File: src/hw/rtl/cmbl_pkg.sv
// Shared types and constants for the convolution MAC with batch norm and leaky activation.
`default_nettype none

package cmbl_pkg;

    // Default depth of the queue between the front and back parts.
    localparam int QUEUE_DEPTH_DEFAULT = 4;

    // Slope of the leaky activation: 0.1 in Q1.15.
    localparam logic signed [15:0] LEAKY_SLOPE_Q15 = 16'sd3276;

    // One classified product term as it waits in the queue.
    typedef struct packed {
        logic signed [31:0] prod;
        logic signed [15:0] coef_a;
        logic signed [15:0] coef_b;
        logic               last;
    } cmbl_entry_t;

    // Back-end sequencer states.
    typedef enum logic [1:0] {
        ST_ACC,
        ST_SCALE,
        ST_LEAKY,
        ST_OUT
    } cmbl_state_t;

endpackage

`default_nettype wire

File: src/hw/rtl/cmbl_front.sv
// Front part: takes input beats, forms the activation-weight product and packs a queue entry.
`default_nettype none

module cmbl_front
    import cmbl_pkg::*;
(
    input  wire logic        s_tvalid,
    output logic             s_tready,
    input  wire logic [63:0] s_tdata,
    input  wire logic        s_tlast,
    input  wire logic        q_full,
    output logic             q_push,
    output cmbl_entry_t      q_entry
);

    logic signed [15:0] act;
    logic signed [15:0] wgt;

    assign act      = s_tdata[15:0];
    assign wgt      = s_tdata[31:16];
    assign s_tready = !q_full;
    assign q_push   = s_tvalid && !q_full;

    always_comb begin
        q_entry.prod   = 32'(act) * 32'(wgt);
        q_entry.coef_a = s_tdata[47:32];
        q_entry.coef_b = s_tdata[63:48];
        q_entry.last   = s_tlast;
    end

endmodule

`default_nettype wire

File: src/hw/rtl/cmbl_queue.sv
// Short register queue that decouples the front part from the back part.
`default_nettype none

module cmbl_queue
    import cmbl_pkg::*;
#(
    parameter int DEPTH = QUEUE_DEPTH_DEFAULT
) (
    input  wire logic        aclk,
    input  wire logic        aresetn,
    input  wire logic        push,
    input  wire cmbl_entry_t wr_entry,
    output logic             full,
    input  wire logic        pop,
    output cmbl_entry_t      rd_entry,
    output logic             empty
);

    localparam int PW = (DEPTH > 1) ? $clog2(DEPTH) : 1;
    localparam int CW = $clog2(DEPTH + 1);
    localparam logic [PW-1:0] LAST_PTR = PW'(DEPTH - 1);
    localparam logic [CW-1:0] FULL_CNT = CW'(DEPTH);

    cmbl_entry_t       mem_reg [DEPTH];
    logic [PW-1:0]     wr_ptr_reg;
    logic [PW-1:0]     rd_ptr_reg;
    logic [CW-1:0]     count_reg;
    logic              do_push;
    logic              do_pop;

    assign full     = (count_reg == FULL_CNT);
    assign empty    = (count_reg == '0);
    assign do_push  = push && !full;
    assign do_pop   = pop && !empty;
    assign rd_entry = mem_reg[rd_ptr_reg];

    always_ff @(posedge aclk) begin
        if (do_push) begin
            mem_reg[wr_ptr_reg] <= wr_entry;
        end
    end

    always_ff @(posedge aclk) begin
        if (!aresetn) begin
            wr_ptr_reg <= '0;
            rd_ptr_reg <= '0;
            count_reg  <= '0;
        end else begin
            if (do_push) begin
                wr_ptr_reg <= (wr_ptr_reg == LAST_PTR) ? '0 : wr_ptr_reg + 1'b1;
            end
            if (do_pop) begin
                rd_ptr_reg <= (rd_ptr_reg == LAST_PTR) ? '0 : rd_ptr_reg + 1'b1;
            end
            if (do_push && !do_pop) begin
                count_reg <= count_reg + 1'b1;
            end else if (do_pop && !do_push) begin
                count_reg <= count_reg - 1'b1;
            end
        end
    end

endmodule

`default_nettype wire

File: src/hw/rtl/cmbl_back.sv
// Back part: accumulates products and forms each finished pixel through batch norm or bias.
`default_nettype none

module cmbl_back
    import cmbl_pkg::*;
(
    input  wire logic        aclk,
    input  wire logic        aresetn,
    input  wire logic        bn_enable,
    input  wire logic        q_empty,
    input  wire cmbl_entry_t q_entry,
    output logic             q_pop,
    output logic             m_tvalid,
    input  wire logic        m_tready,
    output logic [15:0]      m_tdata
);

    cmbl_state_t        state_reg;
    cmbl_state_t        state_next;
    logic [31:0]        acc_reg;
    logic [31:0]        fin_reg;
    logic signed [15:0] ca_reg;
    logic signed [15:0] cb_reg;
    logic signed [31:0] mul_reg;
    logic [15:0]        nb_reg;
    logic signed [15:0] v_reg;
    logic signed [31:0] lk_reg;
    logic               out_valid_reg;
    logic [15:0]        out_data_reg;

    logic [31:0]        acc_sum;
    logic signed [15:0] scale_in;
    logic signed [15:0] bias_sum;
    logic [15:0]        pixel;
    logic               load_out;

    assign acc_sum  = acc_reg + q_entry.prod;
    assign scale_in = fin_reg[28:13];
    assign bias_sum = mul_reg[22:7] + cb_reg;

    always_comb begin
        if (!bn_enable) begin
            pixel = nb_reg;
        end else if (v_reg[15]) begin
            pixel = lk_reg[30:15];
        end else begin
            pixel = v_reg;
        end
    end

    // Next state.
    always_comb begin
        state_next = state_reg;
        case (state_reg)
            ST_ACC: begin
                if (!q_empty && q_entry.last) begin
                    state_next = ST_SCALE;
                end
            end
            ST_SCALE: state_next = ST_LEAKY;
            ST_LEAKY: state_next = ST_OUT;
            ST_OUT: begin
                if (!out_valid_reg || m_tready) begin
                    state_next = ST_ACC;
                end
            end
            default: state_next = ST_ACC;
        endcase
    end

    // Control outputs.
    always_comb begin
        q_pop    = 1'b0;
        load_out = 1'b0;
        case (state_reg)
            ST_ACC:  q_pop    = !q_empty;
            ST_OUT:  load_out = !out_valid_reg || m_tready;
            default: begin
                q_pop    = 1'b0;
                load_out = 1'b0;
            end
        endcase
    end

    always_ff @(posedge aclk) begin
        if (!aresetn) begin
            state_reg     <= ST_ACC;
            acc_reg       <= '0;
            out_valid_reg <= 1'b0;
        end else begin
            state_reg <= state_next;
            if (q_pop) begin
                acc_reg <= q_entry.last ? '0 : acc_sum;
            end
            if (load_out) begin
                out_valid_reg <= 1'b1;
            end else if (m_tready) begin
                out_valid_reg <= 1'b0;
            end
        end
    end

    always_ff @(posedge aclk) begin
        if (q_pop && q_entry.last) begin
            fin_reg <= acc_sum;
            ca_reg  <= q_entry.coef_a;
            cb_reg  <= q_entry.coef_b;
        end
        if (state_reg == ST_SCALE) begin
            mul_reg <= 32'(scale_in) * 32'(ca_reg);
            nb_reg  <= fin_reg[27:12] + ca_reg;
        end
        if (state_reg == ST_LEAKY) begin
            v_reg  <= bias_sum;
            lk_reg <= 32'(bias_sum) * 32'(LEAKY_SLOPE_Q15);
        end
        if (load_out) begin
            out_data_reg <= pixel;
        end
    end

    assign m_tvalid = out_valid_reg;
    assign m_tdata  = out_data_reg;

endmodule

`default_nettype wire

File: src/hw/rtl/conv_mac_batchnorm_leaky_core.sv
// Top level of the convolution multiply-accumulate core with batch norm and leaky activation.
`default_nettype none

// Each input beat carries one product term: a Q8.8 activation and a Q4.12 weight. Their
// product is added into a 32-bit wrapping accumulator, and the beat flagged with s_tlast
// closes one output pixel, which leaves as a single Q8.8 beat on the master side while the
// accumulator starts again from zero. With bn_enable set, the pixel is accumulator bits
// 28:13 times coef_a (bits 22:7 kept), plus coef_b, and a negative value is then scaled by
// 0.1; with bn_enable clear it is accumulator bits 27:12 plus coef_a. A beat that does not
// close a pixel is just added in the back end's accumulator; a closing beat is added, then
// goes through scale multiply, bias add with leaky multiply and output load, since the scale
// and leaky multipliers each sit between registers; no beat leaves the queue meanwhile. The
// input queue (QUEUE_DEPTH entries) keeps taking beats during those steps, and the output
// register keeps the back end running while a finished pixel waits on m_tready, until the
// next pixel reaches output load. bn_enable is written through cfg_we/cfg_wdata and should
// only change while the core is idle.
module conv_mac_batchnorm_leaky_core
    import cmbl_pkg::*;
#(
    parameter int QUEUE_DEPTH = QUEUE_DEPTH_DEFAULT
) (
    input  wire logic        aclk,
    input  wire logic        aresetn,

    // Configuration: bn_enable.
    input  wire logic        cfg_we,
    input  wire logic        cfg_wdata,

    // Product-term input.
    input  wire logic        s_tvalid,
    output logic             s_tready,
    input  wire logic [63:0] s_tdata,   // activation, weight, coef_a, coef_b
    input  wire logic        s_tlast,   // last_product

    // Pixel output.
    output logic             m_tvalid,
    input  wire logic        m_tready,
    output logic [15:0]      m_tdata    // pixel_out
);

    logic        bn_enable_reg;
    logic        q_push;
    logic        q_pop;
    logic        q_full;
    logic        q_empty;
    cmbl_entry_t wr_entry;
    cmbl_entry_t rd_entry;

    // The mode register resets to batch-norm mode and keeps only bit 0 of a write.
    always_ff @(posedge aclk) begin
        if (!aresetn) begin
            bn_enable_reg <= 1'b1;
        end else if (cfg_we) begin
            bn_enable_reg <= cfg_wdata;
        end
    end

    // The front end forms the product as the beat arrives, so the queue holds products.
    cmbl_front u_front (
        .s_tvalid (s_tvalid),
        .s_tready (s_tready),
        .s_tdata  (s_tdata),
        .s_tlast  (s_tlast),
        .q_full   (q_full),
        .q_push   (q_push),
        .q_entry  (wr_entry)
    );

    cmbl_queue #(
        .DEPTH (QUEUE_DEPTH)
    ) u_queue (
        .aclk     (aclk),
        .aresetn  (aresetn),
        .push     (q_push),
        .wr_entry (wr_entry),
        .full     (q_full),
        .pop      (q_pop),
        .rd_entry (rd_entry),
        .empty    (q_empty)
    );

    // The back end owns the accumulator and the pixel formation sequence.
    cmbl_back u_back (
        .aclk      (aclk),
        .aresetn   (aresetn),
        .bn_enable (bn_enable_reg),
        .q_empty   (q_empty),
        .q_entry   (rd_entry),
        .q_pop     (q_pop),
        .m_tvalid  (m_tvalid),
        .m_tready  (m_tready),
        .m_tdata   (m_tdata)
    );

endmodule

`default_nettype wire

File: config.mk
export PLATFORM = sky130hd
export DESIGN_NAME = conv_mac_batchnorm_leaky_core
export DESIGN_NICKNAME = d
export VERILOG_FILES = /design/src/hw/rtl/cmbl_pkg.sv /design/src/hw/rtl/cmbl_front.sv /design/src/hw/rtl/cmbl_queue.sv /design/src/hw/rtl/cmbl_back.sv /design/src/hw/rtl/conv_mac_batchnorm_leaky_core.sv
export SDC_FILE = /design/constraint.sdc
export NUM_CORES = 2
export LEC_CHECK = 0
export ABC_CLOCK_PERIOD_IN_PS = 17650
export BUFFER_PORTS_ARGS = -buffer_cell sky130_fd_sc_hd__buf_2
export CAP_MARGIN = 20
export CORE_MARGIN = 1
export CORE_UTILIZATION = 41
export CTS_CLUSTER_DIAMETER = 80
export CTS_CLUSTER_SIZE = 12
export DETAILED_ROUTE_END_ITERATION = 16
export PLACE_DENSITY = 0.55
export SKIP_CTS_REPAIR_TIMING = 1
export SYNTH_ARGS = -nofsm -noshare
export SYNTH_HDL_FRONTEND = slang
export SYNTH_SLANG_ARGS = --single-unit
export TNS_END_PERCENT = 5
File: constraint.sdc
create_clock -name aclk -period 17.65 [get_ports aclk]
set_input_delay 1.765 -clock aclk [delete_from_list [all_inputs] [get_ports aclk]]
set_output_delay 1.765 -clock aclk [all_outputs]
set_load 0.01 [all_outputs]
==> impl_metrics.json <==
{
  "synth.distinct_cells": 66,
  "yosys.area.top_type_share": 0.312,
  "nFillCells": 8189,
  "finalSetupTns_ps": 0,
  "synth.avg_cell_area_um2": 11.4,
  "timing.final.hold_violations": 0,
  "clockBufferDepth": 3,
  "drt_iter0_drc": 1130,
  "layout_worst_path_cycle_share": 0.427,
  "num_vias": 21874,
  "grt.overflow.total": 0,
  "io_buffers": 88,
  "ys_ff_latch": 417,
  "timing.hold.worst.class": "reg -> reg",
  "grt_util_all_layers": 0.183,
  "drc_errors": 0,
  "timing.critical_path.to_type": "flop",
  "count_of_mapped_cells_out_of_synthesis": 3176,
  "synth_flop_cell": "sky130_fd_sc_hd__edfxtp_1",
  "layoutNonFillerInstCount": 4425,
  "postRouteWirelength_um": 79000,
  "worst_path_max_delay_cell": "sky130_fd_sc_hd__fa_1",
  "worst-slew-pin-transition_ps": 1000,
  "htree_levels": 2,
  "core_region_area_um2": 87000,
  "min_period_ps": 7530,
  "drive_above_1_share": 0.0741,
  "worstSetupPathType": "in -> reg",
  "synth.top_cells.by_area": "sky130_fd_sc_hd__edfxtp_1 (31%), sky130_fd_sc_hd__fa_1 (26%), sky130_fd_sc_hd__ha_1 (9.6%)",
  "status": "completed",
  "drtPass1Iterations": 5,
  "antenna_violations_before_repair": 1,
  "layout_common_cells": "sky130_fd_sc_hd__inv_1 (620), sky130_fd_sc_hd__fa_1 (470), sky130_fd_sc_hd__edfxtp_1 (375)",
  "layout-area-overhead-vs-synth_pct": 8.31,
  "clk_pin_slew_ps": 60,
  "max-slew-margin-rel": 0.327,
  "place_congestion": 0.844,
  "netlist_area_um2": 36100,
  "cp_cell_sequence": "buf_2 -> nand2_1 -> fa_1 -> inv_1 -> fa_1 -> fa_1 -> inv_1 -> fa_1 -> inv_1 -> fa_1 -> fa_1 -> ha_1 -> a21oi_1 -> nand3b_1 -> a21o_1 -> a41oi_1 -> o21ai_0 -> a2111oi_0 -> o21bai_1 -> a21oi_1 -> xnor2_1",
  "critPathLaunchType": "primary input",
  "timing.max_cap.violations": 0,
  "dieHeight_um": 299,
  "num-nets-final": 4051,
  "timing.critical_path.arrival_ps": 7840,
  "critical_path.max_stage_delay_ps": 550,
  "number_of_flip_flops_under_the_largest_register_name": 248,
  "crit_top_cell": "sky130_fd_sc_hd__fa_1",
  "cts_made_buffers": 42,
  "cts.sink_count": 417,
  "cts_tree": "built",
  "fp-row-count": 108,
  "layout.cells.most_common": "sky130_fd_sc_hd__inv_1",
  "timing.final.max_slew_violations": 0,
  "skew_ps": 39.6,
  "setup_violating_endpoint_count_in_the_final_report": 0,
  "grt_first_pass_wirelength_um": 128000,
  "routed_wire_length_per_instance_um": 17.8,
  "initial_core_util": 0.415,
  "die_width_um": 299,
  "postSynth.asyncResetShare": 0,
  "synth-edff-count": 375,
  "fmax_mhz": 133,
  "number_of_warnings_reported_in_the_yosys_synthesis_log": 0,
  "route.antenna.remaining_nets": 0,
  "post-synth-top-area-cell": "sky130_fd_sc_hd__edfxtp_1",
  "pin_count": 89,
  "clock-root-buffer": "sky130_fd_sc_hd__clkbuf_16",
  "timing.critical_path.required_ps": 17960,
  "critical_path.max_fanout": 16,
  "yosysSeqAreaShare": 0.335,
  "vias_in_the_first_global_route": 23240,
  "synth.net_count": 3993,
  "numPlacedInstances": 4345,
  "die_area_um2": 89300,
  "post_drt_via_cell_ratio": 4.94,
  "place_hpwl_um": 60600,
  "grt_start_max_net_pins": 51,
  "insertion_delay_ps": 590,
  "rsz_0062_raised_after_global_routing": "false"
}
[per-stage QoR]
step / utilization / hold WS (ps) / worst slack (ps) / cell area [um2]
4_1_cts: 0.449 / 459 / 10040 / 39100
3_3_place_gp: 0.435 / 448 / 9470 / 37800
6_report: 0.449 / 457 / 10120 / 39100
2_1_floorplan: - / 436 / 10130 / 36100
3_5_place_dp: 0.435 / 453 / 9360 / 37800
5_1_grt: 0.449 / 490 / 9600 / 39100
[area by class of cell]
class                           instances  area (um2)  area share
Sequential cell                       417       12100       0.310
Timing Repair Buffer                  108         591      0.0151
Antenna cell                            2        5.00    0.000128
Multi-Input combinational cell       2044       21400       0.546
Tap cell                             1155        1450      0.0369
Inverter                              621        2330      0.0596
Clock inverter                          7         116     0.00297
Clock buffer                           71        1160      0.0297
[cell families (layout without fill, tap and decap cells)]
kind of cell             Yosys count  count (layout)  synth area share
multiplexers                      85              85            0.0452
AND/OR/NAND/NOR                  775             775             0.101
flip-flops                       417             417             0.335
XOR/XNOR                         151             151            0.0366
adder cells (fa/ha/maj)          746             746             0.356
other                              0               2                 0
buffers and inverters            715             807            0.0743
AO/OA/AOI/OAI                    287             287            0.0512
[critical path, delay by kind of cell]
family / cells / cell delay, ps
fa+ha+maj: 7 / 3350
xor+xnor: 1 / 120
compound gates: 7 / 1920
buf+inv: 4 / 440
simple gates: 2 / 220
[cell usage after synthesis (12+ instances only)]
| master | number |
|---|---|
| sky130_fd_sc_hd__inv_1 | 620 |
| sky130_fd_sc_hd__fa_1 | 470 |
| sky130_fd_sc_hd__edfxtp_1 | 375 |
| sky130_fd_sc_hd__nand2_1 | 326 |
| sky130_fd_sc_hd__ha_1 | 276 |
| sky130_fd_sc_hd__and2_1 | 181 |
| sky130_fd_sc_hd__nor2_1 | 135 |
| sky130_fd_sc_hd__xnor2_1 | 113 |
| sky130_fd_sc_hd__a21oi_1 | 100 |
| sky130_fd_sc_hd__clkbuf_1 | 87 |
| sky130_fd_sc_hd__mux4_2 | 62 |
| sky130_fd_sc_hd__o21ai_0 | 46 |
| sky130_fd_sc_hd__dfxtp_1 | 42 |
| sky130_fd_sc_hd__xor2_1 | 38 |
| sky130_fd_sc_hd__nor3_1 | 31 |
| sky130_fd_sc_hd__a21o_1 | 29 |
| sky130_fd_sc_hd__a22oi_1 | 23 |
| sky130_fd_sc_hd__nand2b_1 | 23 |
| sky130_fd_sc_hd__nand3_1 | 21 |
| sky130_fd_sc_hd__mux2i_1 | 20 |
| sky130_fd_sc_hd__a211oi_1 | 15 |
| sky130_fd_sc_hd__or3_1 | 15 |
| sky130_fd_sc_hd__o21a_1 | 12 |
[worst paths after layout]
path / start / to / slack (ps) / depth (start not counted)
worst max-delay path: s_tdata[17] / u_queue.mem_reg[0][61] / 10120 / 21
worst min register to register: u_back.acc_reg[11] / u_back.acc_reg[11] / 460 / 2
worst min-delay path: u_back.acc_reg[11] / u_back.acc_reg[11] / 460 / 2
worst max register to register: u_back.cb_reg[0] / u_back.lk_reg[26] / 10410 / 24
[metal layers]
metal / global-route usage / part of all wire / vias to the layer above
met5: 0 / 0 / -
met4: 0.0394 / 0.018 / 0
met3: 0.0204 / 0.034 / 78
met2: 0.319 / 0.50 / 334
met1: 0.245 / 0.45 / 11085
li1: - / - / 10377
Power is left out: the tool's default activity adds up to more than one toggle a clock period on the data nets, which glitch-free logic cannot reach.
